$ cat src/design/sliding_cross_correlator_core_defines.svh
// Assertion macros for the sliding cross-correlator RTL.
// No dependencies; included by files that carry concurrent assertions.
`ifndef SLIDING_CROSS_CORRELATOR_CORE_DEFINES_SVH
`define SLIDING_CROSS_CORRELATOR_CORE_DEFINES_SVH
`ifndef ASSERT_OFF
// Check prop at every rising clock edge outside reset.
`define SCC_ASSERT(lbl, clk, rst_n, prop, msg) \
  lbl: assert property (@(posedge clk) disable iff (!rst_n) (prop)) else $error(msg);
// Check prop at every rising clock edge, reset included.
`define SCC_ASSERT_AT(lbl, clk, prop, msg) \
  lbl: assert property (@(posedge clk) (prop)) else $error(msg);
`else
`define SCC_ASSERT(lbl, clk, rst_n, prop, msg)
`define SCC_ASSERT_AT(lbl, clk, prop, msg)
`endif
`endif

$ cat src/design/scc_pkg.sv
// Shared constants and types for the sliding cross-correlator.
// No dependencies; used by the interfaces, scc_mac and the top level.
`timescale 1ns / 1ps
`default_nettype none

package scc_pkg;

  localparam int FUNC_W  = 1;
  localparam int IDX_W   = 6;
  localparam int VALUE_W = 16;
  localparam int LEN_W   = 7;
  localparam int CORR_W  = 38;

  localparam logic [LEN_W-1:0] LEN_RESET = 7'd64;

  localparam logic [FUNC_W-1:0] FUNC_TAP    = 1'b0;
  localparam logic [FUNC_W-1:0] FUNC_SAMPLE = 1'b1;

  // Control word that travels with one product through the MAC pipeline.
  typedef struct packed {
    logic valid;
    logic first;
    logic last;
  } mac_ctl_t;

  // Status returned by the MAC unit.
  typedef struct packed {
    logic busy;
    logic done;
  } mac_sts_t;

endpackage

`default_nettype wire

$ cat src/design/scc_if.sv
// Valid/ready channel interfaces for the sliding cross-correlator.
// Depends on scc_pkg for field widths.
`timescale 1ns / 1ps
`default_nettype none

interface scc_in_if;
  logic                        valid;
  logic                        ready;
  logic [scc_pkg::FUNC_W-1:0]  func;
  logic [scc_pkg::IDX_W-1:0]   tap_index;
  logic [scc_pkg::VALUE_W-1:0] value;
  logic                        start_req;

  modport source (output valid, func, tap_index, value, start_req, input ready);
  modport sink   (input valid, func, tap_index, value, start_req, output ready);
endinterface

interface scc_out_if;
  logic                       valid;
  logic                       ready;
  logic [scc_pkg::CORR_W-1:0] correlation;

  modport source (output valid, correlation, input ready);
  modport sink   (input valid, correlation, output ready);
endinterface

interface scc_cfg_if;
  logic                      valid;
  logic                      ready;
  logic [scc_pkg::LEN_W-1:0] data;

  modport source (output valid, data, input ready);
  modport sink   (input valid, data, output ready);
endinterface

`default_nettype wire

$ cat src/design/scc_ram.sv
// Generic single-write, single-read RAM with registered read data.
// No dependencies.
`timescale 1ns / 1ps
`default_nettype none

module scc_ram #(
  parameter int WIDTH = 16,
  parameter int DEPTH = 64,
  localparam int AW   = (DEPTH > 1) ? $clog2(DEPTH) : 1
) (
  input  wire logic             clk,
  input  wire logic             we,
  input  wire logic [AW-1:0]    waddr,
  input  wire logic [WIDTH-1:0] wdata,
  input  wire logic [AW-1:0]    raddr,
  output logic      [WIDTH-1:0] rdata
);

  logic [WIDTH-1:0] mem_r [DEPTH];
  logic [WIDTH-1:0] rdata_r;

  always_ff @(posedge clk) begin
    if (we) begin
      mem_r[waddr] <= wdata;
    end
    rdata_r <= mem_r[raddr];
  end

  assign rdata = rdata_r;

endmodule

`default_nettype wire

$ cat src/design/scc_cell.sv
// One cell of the sample chain: a window sample and a work copy.
// No dependencies.
`timescale 1ns / 1ps
`default_nettype none

module scc_cell #(
  parameter int W = 16
) (
  input  wire logic         clk,
  input  wire logic         load,
  input  wire logic         sweep,
  input  wire logic [W-1:0] win_in,
  input  wire logic [W-1:0] work_in,
  output logic      [W-1:0] win_q,
  output logic      [W-1:0] work_q
);

  logic [W-1:0] win_r;
  logic [W-1:0] work_r;

  // Load shifts the window by one; sweep moves the work copy toward cell 0.
  always_ff @(posedge clk) begin
    if (load) begin
      win_r  <= win_in;
      work_r <= win_in;
    end else if (sweep) begin
      work_r <= work_in;
    end
  end

  assign win_q  = win_r;
  assign work_q = work_r;

endmodule

`default_nettype wire

$ cat src/design/scc_mac.sv
// Two-stage multiply-accumulate unit: product register, then accumulator.
// Depends on scc_pkg for the control and status structs.
`timescale 1ns / 1ps
`default_nettype none

module scc_mac #(
  parameter int SAMPLE_BITS = 16,
  parameter int ACC_W       = 39
) (
  input  wire logic                   clk,
  input  wire logic                   rst_n,
  input  wire scc_pkg::mac_ctl_t      ctl,
  input  wire logic [SAMPLE_BITS-1:0] sample,
  input  wire logic [SAMPLE_BITS-1:0] tap,
  output logic      [ACC_W-1:0]       acc,
  output scc_pkg::mac_sts_t           sts
);

  localparam int PW = 2 * SAMPLE_BITS;

  scc_pkg::mac_ctl_t ctl1_r;
  logic [PW-1:0]     prod_r;
  logic [PW-1:0]     prod_nxt;
  logic [ACC_W-1:0]  acc_r;
  logic [ACC_W-1:0]  acc_nxt;

  assign prod_nxt = PW'(sample) * PW'(tap);
  assign acc_nxt  = (ctl1_r.first ? '0 : acc_r) + ACC_W'(prod_r);

  always_ff @(posedge clk) begin
    if (!rst_n) begin
      ctl1_r <= '0;
    end else begin
      ctl1_r <= ctl;
    end
  end

  always_ff @(posedge clk) begin
    prod_r <= prod_nxt;
    if (ctl1_r.valid) begin
      acc_r <= acc_nxt;
    end
  end

  assign acc      = acc_r;
  assign sts.busy = ctl1_r.valid;
  assign sts.done = ctl1_r.valid && ctl1_r.last;

endmodule

`default_nettype wire

$ cat src/design/sliding_cross_correlator_core.sv
// Sliding-window cross-correlator top level: sample cell chain, tap RAM, MAC.
// Depends on scc_pkg, scc_if, scc_ram, scc_cell, scc_mac and the defines header.
`timescale 1ns / 1ps
`default_nettype none
`include "sliding_cross_correlator_core_defines.svh"

// Channel   Dir  Payload                                  Transaction
// in_ch     in   func, tap_index, value, start_req        tap load or sample
// out_ch    out  correlation                              one result
// cfg_ch    in   data (template_length)                   register write
//
// A sample that gives a result holds off the next transaction while the taps
// of the clamped template length L are read one per cycle from the single
// read port of the tap RAM and pass through the registered tap read, the
// product and accumulate registers and the hand-over into the output register.
// Reset (rst_n low, synchronous) clears the fill count, the sequencer and the
// output valid, and sets template_length to 64; the tap RAM is not cleared.
// in_ch stalls while a result is computed or waits for the output register;
// a result held in out_ch does not block the next transaction.
module sliding_cross_correlator_core #(
  parameter int MAX_TAPS    = 64,
  parameter int SAMPLE_BITS = 16
) (
  input wire logic  clk,
  input wire logic  rst_n,
  scc_in_if.sink    in_ch,
  scc_out_if.source out_ch,
  scc_cfg_if.sink   cfg_ch
);

  localparam int CNT_W = $clog2(MAX_TAPS + 1);
  localparam int AW    = (MAX_TAPS > 1) ? $clog2(MAX_TAPS) : 1;
  localparam int ACC_W = 2 * SAMPLE_BITS + $clog2(MAX_TAPS) + 1;
  localparam int CW    = scc_pkg::CORR_W;
  localparam int LW    = scc_pkg::LEN_W;

  // Configuration and sequencing state.
  logic [LW-1:0]    cfg_len_r;
  logic [CNT_W-1:0] fill_r;
  logic [CNT_W-1:0] fill_base;
  logic [CNT_W-1:0] fill_nxt;
  logic [CNT_W-1:0] eff_len;
  logic [CNT_W-1:0] len_r;
  logic [CNT_W-1:0] cnt_r;
  logic             busy_r;
  logic             pend_r;
  logic             out_valid_r;
  logic [CW-1:0]    out_data_r;

  logic                   in_ready;
  logic                   in_fire;
  logic                   smp_fire;
  logic                   tap_we;
  logic                   fire_result;
  logic                   sweep_last;
  logic                   out_load;
  logic [SAMPLE_BITS-1:0] sample;
  logic [AW-1:0]          raddr;
  logic [SAMPLE_BITS-1:0] tap_q;
  logic [SAMPLE_BITS-1:0] s_d_r;
  scc_pkg::mac_ctl_t      ctl_d_r;
  scc_pkg::mac_sts_t      mac_sts;
  logic [ACC_W-1:0]       acc;

  logic [SAMPLE_BITS-1:0] win_w  [MAX_TAPS];
  logic [SAMPLE_BITS-1:0] work_w [MAX_TAPS];

  // Only the low SAMPLE_BITS bits of value take part.
  assign sample = SAMPLE_BITS'(in_ch.value);

  // Hold off new transactions until the running result has left the MAC.
  assign in_ready    = !busy_r && !ctl_d_r.valid && !mac_sts.busy && !pend_r;
  assign in_ch.ready = in_ready;
  assign in_fire     = in_ch.valid && in_ready;
  assign smp_fire    = in_fire && (in_ch.func == scc_pkg::FUNC_SAMPLE);
  // Drop tap loads whose index lies beyond the template store.
  assign tap_we      = in_fire && (in_ch.func == scc_pkg::FUNC_TAP) &&
                       (32'(in_ch.tap_index) < MAX_TAPS);

  assign cfg_ch.ready = 1'b1;

  // Clamp the programmed length into 1..MAX_TAPS.
  always_comb begin
    if (cfg_len_r == '0) begin
      eff_len = CNT_W'(1);
    end else if (32'(cfg_len_r) > 32'(MAX_TAPS)) begin
      eff_len = CNT_W'(MAX_TAPS);
    end else begin
      eff_len = CNT_W'(cfg_len_r);
    end
  end

  // A start request restarts the count before this sample is counted;
  // the count saturates at MAX_TAPS.
  always_comb begin
    fill_base = in_ch.start_req ? '0 : fill_r;
    fill_nxt  = (32'(fill_base) < MAX_TAPS) ? fill_base + CNT_W'(1) : fill_base;
  end

  assign fire_result = smp_fire && (fill_nxt >= eff_len);

  // Sweep step t pairs window[t] (arriving at cell 0) with tap[L-1-t].
  assign sweep_last = (cnt_r == len_r - CNT_W'(1));
  assign raddr      = AW'(len_r - CNT_W'(1) - cnt_r);

  assign out_load = pend_r && (!out_valid_r || out_ch.ready);

  // Sample chain: the window shifts on every sample, the work copy sweeps.
  for (genvar i = 0; i < MAX_TAPS; i++) begin : g_cell
    logic [SAMPLE_BITS-1:0] win_in;
    logic [SAMPLE_BITS-1:0] work_in;

    if (i == 0) begin : g_head
      assign win_in = sample;
    end else begin : g_body
      assign win_in = win_w[i-1];
    end

    if (i == MAX_TAPS - 1) begin : g_tail
      assign work_in = '0;
    end else begin : g_link
      assign work_in = work_w[i+1];
    end

    scc_cell #(
      .W (SAMPLE_BITS)
    ) u_cell (
      .clk     (clk),
      .load    (smp_fire),
      .sweep   (busy_r),
      .win_in  (win_in),
      .work_in (work_in),
      .win_q   (win_w[i]),
      .work_q  (work_w[i])
    );
  end

  scc_ram #(
    .WIDTH (SAMPLE_BITS),
    .DEPTH (MAX_TAPS)
  ) u_taps (
    .clk   (clk),
    .we    (tap_we),
    .waddr (AW'(in_ch.tap_index)),
    .wdata (sample),
    .raddr (raddr),
    .rdata (tap_q)
  );

  scc_mac #(
    .SAMPLE_BITS (SAMPLE_BITS),
    .ACC_W       (ACC_W)
  ) u_mac (
    .clk    (clk),
    .rst_n  (rst_n),
    .ctl    (ctl_d_r),
    .sample (s_d_r),
    .tap    (tap_q),
    .acc    (acc),
    .sts    (mac_sts)
  );

  // Control state and registered outputs.
  always_ff @(posedge clk) begin
    if (!rst_n) begin
      cfg_len_r   <= scc_pkg::LEN_RESET;
      fill_r      <= '0;
      busy_r      <= 1'b0;
      cnt_r       <= '0;
      len_r       <= '0;
      ctl_d_r     <= '0;
      pend_r      <= 1'b0;
      out_valid_r <= 1'b0;
    end else begin
      if (cfg_ch.valid) begin
        cfg_len_r <= cfg_ch.data;
      end

      if (smp_fire) begin
        fill_r <= fill_nxt;
      end

      // Start a sweep on a sample that completes a window; advance otherwise.
      if (fire_result) begin
        busy_r <= 1'b1;
        cnt_r  <= '0;
        len_r  <= eff_len;
      end else if (busy_r) begin
        cnt_r <= cnt_r + CNT_W'(1);
        if (sweep_last) begin
          busy_r <= 1'b0;
        end
      end

      // Align the control word with the registered tap read.
      ctl_d_r.valid <= busy_r;
      ctl_d_r.first <= busy_r && (cnt_r == '0);
      ctl_d_r.last  <= busy_r && sweep_last;

      // Hold the finished sum in the accumulator until the output takes it.
      if (mac_sts.done) begin
        pend_r <= 1'b1;
      end else if (out_load) begin
        pend_r <= 1'b0;
      end

      if (out_load) begin
        out_valid_r <= 1'b1;
      end else if (out_ch.ready) begin
        out_valid_r <= 1'b0;
      end
    end
  end

  always_ff @(posedge clk) begin
    s_d_r <= work_w[0];
    if (out_load) begin
      out_data_r <= CW'(acc);
    end
  end

  assign out_ch.valid       = out_valid_r;
  assign out_ch.correlation = out_data_r;

  `SCC_ASSERT(a_no_accept_in_sweep, clk, rst_n, busy_r |-> !in_ch.ready, "transaction accepted during sweep")
  `SCC_ASSERT(a_cnt_within_len, clk, rst_n, busy_r |-> (cnt_r < len_r), "sweep count beyond template length")
  `SCC_ASSERT(a_fill_saturates, clk, rst_n, 32'(fill_r) <= MAX_TAPS, "fill count beyond MAX_TAPS")
  `SCC_ASSERT(a_out_from_pending, clk, rst_n, $rose(out_valid_r) |-> $past(pend_r), "result without a finished sum")
  `SCC_ASSERT_AT(a_reset_idle, clk, !rst_n |=> (!busy_r && !pend_r && !out_valid_r), "not idle after reset")

endmodule

`default_nettype wire
$ cat src/flat_wrapper.sv
// flat-port wrapper written by rule: the top's interface ports become plain ports
module sliding_cross_correlator_core_flat 
#(
  parameter int MAX_TAPS    = 64,
  parameter int SAMPLE_BITS = 16
)
  (clk, rst_n, in_ch_valid, in_ch_func, in_ch_tap_index, in_ch_value, in_ch_start_req, in_ch_ready, out_ch_valid, out_ch_correlation, out_ch_ready, cfg_ch_valid, cfg_ch_data, cfg_ch_ready);
  scc_in_if in_ch_i ();
  scc_out_if out_ch_i ();
  scc_cfg_if cfg_ch_i ();
  input wire logic clk;
  input wire logic rst_n;
  input wire logic [$bits(in_ch_i.valid)-1:0] in_ch_valid;
  input wire logic [$bits(in_ch_i.func)-1:0] in_ch_func;
  input wire logic [$bits(in_ch_i.tap_index)-1:0] in_ch_tap_index;
  input wire logic [$bits(in_ch_i.value)-1:0] in_ch_value;
  input wire logic [$bits(in_ch_i.start_req)-1:0] in_ch_start_req;
  output wire logic [$bits(in_ch_i.ready)-1:0] in_ch_ready;
  output wire logic [$bits(out_ch_i.valid)-1:0] out_ch_valid;
  output wire logic [$bits(out_ch_i.correlation)-1:0] out_ch_correlation;
  input wire logic [$bits(out_ch_i.ready)-1:0] out_ch_ready;
  input wire logic [$bits(cfg_ch_i.valid)-1:0] cfg_ch_valid;
  input wire logic [$bits(cfg_ch_i.data)-1:0] cfg_ch_data;
  output wire logic [$bits(cfg_ch_i.ready)-1:0] cfg_ch_ready;
  assign in_ch_i.valid = in_ch_valid;
  assign in_ch_i.func = in_ch_func;
  assign in_ch_i.tap_index = in_ch_tap_index;
  assign in_ch_i.value = in_ch_value;
  assign in_ch_i.start_req = in_ch_start_req;
  assign in_ch_ready = in_ch_i.ready;
  assign out_ch_valid = out_ch_i.valid;
  assign out_ch_correlation = out_ch_i.correlation;
  assign out_ch_i.ready = out_ch_ready;
  assign cfg_ch_i.valid = cfg_ch_valid;
  assign cfg_ch_i.data = cfg_ch_data;
  assign cfg_ch_ready = cfg_ch_i.ready;
  sliding_cross_correlator_core #(.MAX_TAPS(MAX_TAPS), .SAMPLE_BITS(SAMPLE_BITS)) u_core (.clk(clk), .rst_n(rst_n), .in_ch(in_ch_i), .out_ch(out_ch_i), .cfg_ch(cfg_ch_i));
endmodule
$ cat config.mk
export PLATFORM = sky130hd
export DESIGN_NAME = sliding_cross_correlator_core_flat
export DESIGN_NICKNAME = d
export VERILOG_FILES = /design/src/design/scc_pkg.sv /design/src/design/scc_if.sv /design/src/design/scc_ram.sv /design/src/design/scc_cell.sv /design/src/design/scc_mac.sv /design/src/design/sliding_cross_correlator_core.sv /design/src/flat_wrapper.sv
export VERILOG_INCLUDE_DIRS = /design/src /design/src/design
export SDC_FILE = /design/constraint.sdc
export NUM_CORES = 2
export LEC_CHECK = 0
export ABC_AREA = 1
export BUFFER_PORTS_ARGS = -buffer_cell sky130_fd_sc_hd__buf_2
export CORE_MARGIN = 5
export CORE_UTILIZATION = 46
export CTS_CLUSTER_DIAMETER = 40
export DETAILED_ROUTE_END_ITERATION = 16
export PLACE_DENSITY_LB_ADDON = 0.15
export RECOVER_POWER = 100
export SLEW_MARGIN = 20
export SYNTH_ARGS = -nofsm -noshare
export SYNTH_HDL_FRONTEND = slang
export SYNTH_SLANG_ARGS = --single-unit
$ cat constraint.sdc
create_clock -name clk -period 68.6 [get_ports clk]
set_clock_uncertainty 0.05 [all_clocks]
set_input_delay 0 -clock clk [delete_from_list [all_inputs] [get_ports clk]]
set_output_delay 0 -clock clk [all_outputs]
set_load 0.005 [all_outputs]
==> out/metrics.yaml <==
power.density_nw_per_um2: 48.4
globalplace.congestion: 0.832
vdd_drop_max_mv: 0.139
syn-cell-area_sq_um: 134000
cts_resized: 0
maxCapViolations: 115
io_pins: 77
netlist_top_cells_area: "edfxtp_1, nand2_1, fa_1"
setup_violations: 0
final_common_cell: "nand2_1"
met2_usage: 0.296
period_share: 0.290
path_class: "register to register"
period_minus_slack_ns: 19.91
firstDrtPassIters: 6
ys_seq_elements: 3233
seq_area_frac_synth: 0.719
yosysUniqueCellTypes: 42
worstSetupEndpointType: "register"
drive_gt1_frac: 0.0715
core_area_sq_um: 290000
cts-root-buf: "clkbuf_16"
required_ns: 68.95
layout.nets: 11972
rsz0062_at_grt: "false"
die_w_microns: 549
vias_per_cell: 5.03
hp-class: "primary input to register"
cts_hold_buf: 60
dp_hpwl_microns: 161000
yosys_warnings: 0
num_vias: 79902
cts_sinks: 3233
fill_cells: 24580
cts_tree: "done"
grt_pass1_wl_microns: 460000
r2r_slack_ns: 48.69
synth_largest_area_cell: "edfxtp_1"
grt_max_degree: 231
track_usage: 0.192
rows: 198
die_h_microns: 549
outcome: "finished, violations left"
fin_setup_tns_ns: 0
met1_usage: 0.282
crit_arrival_ns: 20.26
htree_num_levels: 5
reg2reg_to: "u_core.g_cell[62].u_cell.work_q[7]"
io_buffer_count: 75
maxSlewViolCount: 5963
crit_end: "u_core.g_cell[62].u_cell.work_q[7]"
syn_area_per_cell_sq_um: 11.7
drt_iter0_drc: 7005
start_util: 0.461
max-clock-path-buffers: 4
antenna_found_initial: 12
gr-total-overflow: 0
first_global_vias: 79921
critPathMaxFanout: 140
synthesis.nets: 11808
synth_top_area_frac: 0.704
drtAntennaViolNets: 0
max-slew-margin-rel: -5.36
busiest_layer: "met2"
die_area_sq_um: 301000
critPathLaunchType: "register"
max_freq_mhz: 50.2
worstSetupStartpoint: "u_core.busy_r"
most-common-layout-cells: "nand2_1, edfxtp_1, nor2_1"
leakagePower_uw: 0.0612
finalPower_uw: 7420
r2r-start: "u_core.busy_r"
wire_per_inst_microns: 18.5
worst_pin_slew_ns: 9.55
synth_cells: 11424
final_hold_viol_count: 0
worst-r2r-cell-count: 10
cts-buffers-inserted: 451
violations: "max-capacitance violations, max-slew violations"
path_clk_slew_ns: 0.06
grt_util_met3: 0.0301
syn_to_final_growth_pct: 14.8
postCtsSetupRepairBufs: 0
clk_latency_ns: 0.93
totalWireLength_microns: 294000
drc: 0
per-stage QoR:
stage / cells / hold WS, ns / cell area, sq um / util / setup slack (ns)
after CTS: 15881 / 0.0349 / 154000 / 0.531 / 62.23
final: 15888 / 0.155 / 153000 / 0.529 / 48.69
after detailed placement: 14975 / 0.181 / 138000 / 0.474 / 61.96
after global routing: 15884 / 0.200 / 153000 / 0.529 / 46.44
after floorplan: 11424 / 0.0489 / 134000 / - / 43.07
after global placement: 14975 / 0.167 / 137000 / 0.474 / 62.02
logic make-up (layout without fill, tap and decap cells):
kind of cell	after synthesis	count (layout)	synth area share
AOI/OAI and AO/OA	381	381	0.0146
xor gates and xnor gates	54	54	0.00354
adders and majority gates	348	348	0.0436
buffers and inverters	1322	1879	0.0416
DFF	3233	3233	0.719
other	1	8	0.0000281
and+or+nand+nor	6085	6085	0.178
final cells by class:
| class | count | area (sq um) | share of cell area |
|---|---|---|---|
| Clock inverter | 349 | 4230 | 0.0276 |
| Timing Repair Buffer | 227 | 1440 | 0.00938 |
| Sequential cell | 3233 | 96100 | 0.626 |
| Tap cell | 3900 | 4880 | 0.0318 |
| Clock buffer | 497 | 11600 | 0.0759 |
| Antenna cell | 7 | 17.5 | 0.000114 |
| Inverter | 806 | 3040 | 0.0198 |
| Multi-Input combinational cell | 6869 | 32100 | 0.209 |
power by group:
group          leakage [uW]  internal [uW]  switching (uW)  total [uW]
Clock               0.00757           1500             909        2410
Combinational        0.0238            899            1660        2560
Sequential           0.0299           2380            67.6        2450
Total                0.0612           4780            2640        7420
cell usage after synthesis (all sizes together):
library cell and number:
xor2 43, a31oi 3, o211ai 2, dfxtp 101
inv 805, nand2b 1, or2 2, nor3 21
a21oi 84, and3 1, nand4 16, nand3 638
clkinv 1, and2 3, o21ai 280, buf 360
a21o 3, clkbuf 156, fa 196, nor2 842
ha 152, nor4 6, a211oi 1, xnor2 11
nand2 4550, o21a 5, conb 1, nand3b 5
edfxtp 3132, o21bai 3
registers in the layout, summed over array words and instances, names as in the netlist:
signal / flops
u_core.busy_r: 1
u_core.cfg_len_r: 7
u_core.cnt_r: 7
u_core.ctl_d_r: 3
u_core.fill_r: 7
u_core.g_cell.u_cell.win_q: 1008
u_core.g_cell.u_cell.work_q: 1024
u_core.len_r: 7
u_core.out_ch.correlation: 38
u_core.out_ch.valid: 1
u_core.pend_r: 1
u_core.s_d_r: 16
u_core.u_mac.acc: 38
u_core.u_mac.ctl1_r: 2
u_core.u_mac.prod_r: 32
u_core.u_mac.sts: 1
u_core.u_taps.mem_r: 1024
u_core.u_taps.rdata: 16
layer usage:
layer  vias up  part of all wire
met1     39103              0.47
li1      38272                 -
met5         -                 0
met4         0             0.027
met2      2073              0.45
met3       454             0.056
how the worst min path moves through the flow:
| stage | startpoint | end | slack, ns | depth (start not counted) |
|---|---|---|---|---|
| floorplan | in_ch_value[0] | u_core.g_cell[0].u_cell.win_q[0] | 0.05 | 0 |
| global placement | cfg_ch_data[6] | u_core.cfg_len_r[6] | 0.17 | 3 |
| detailed placement | cfg_ch_data[0] | u_core.cfg_len_r[0] | 0.18 | 3 |
| CTS | in_ch_start_req | u_core.fill_r[6] | 0.03 | 6 |
| global route | in_ch_start_req | u_core.fill_r[6] | 0.20 | 6 |
| finish | in_ch_start_req | u_core.fill_r[6] | 0.15 | 6 |
critical path, stage by stage, from the launching register on:
cell and delay, ns:
dfxtp_1 0.33, inv_1 0.20, nand3_1 0.16, nor2_1 0.15, nand2_1 0.55, nand2_1 2.19
clkbuf_1 1.96, clkbuf_1 2.90, clkbuf_1 2.17, clkbuf_1 5.54, clkbuf_1 2.73
(Power assumes the default switching activity.)
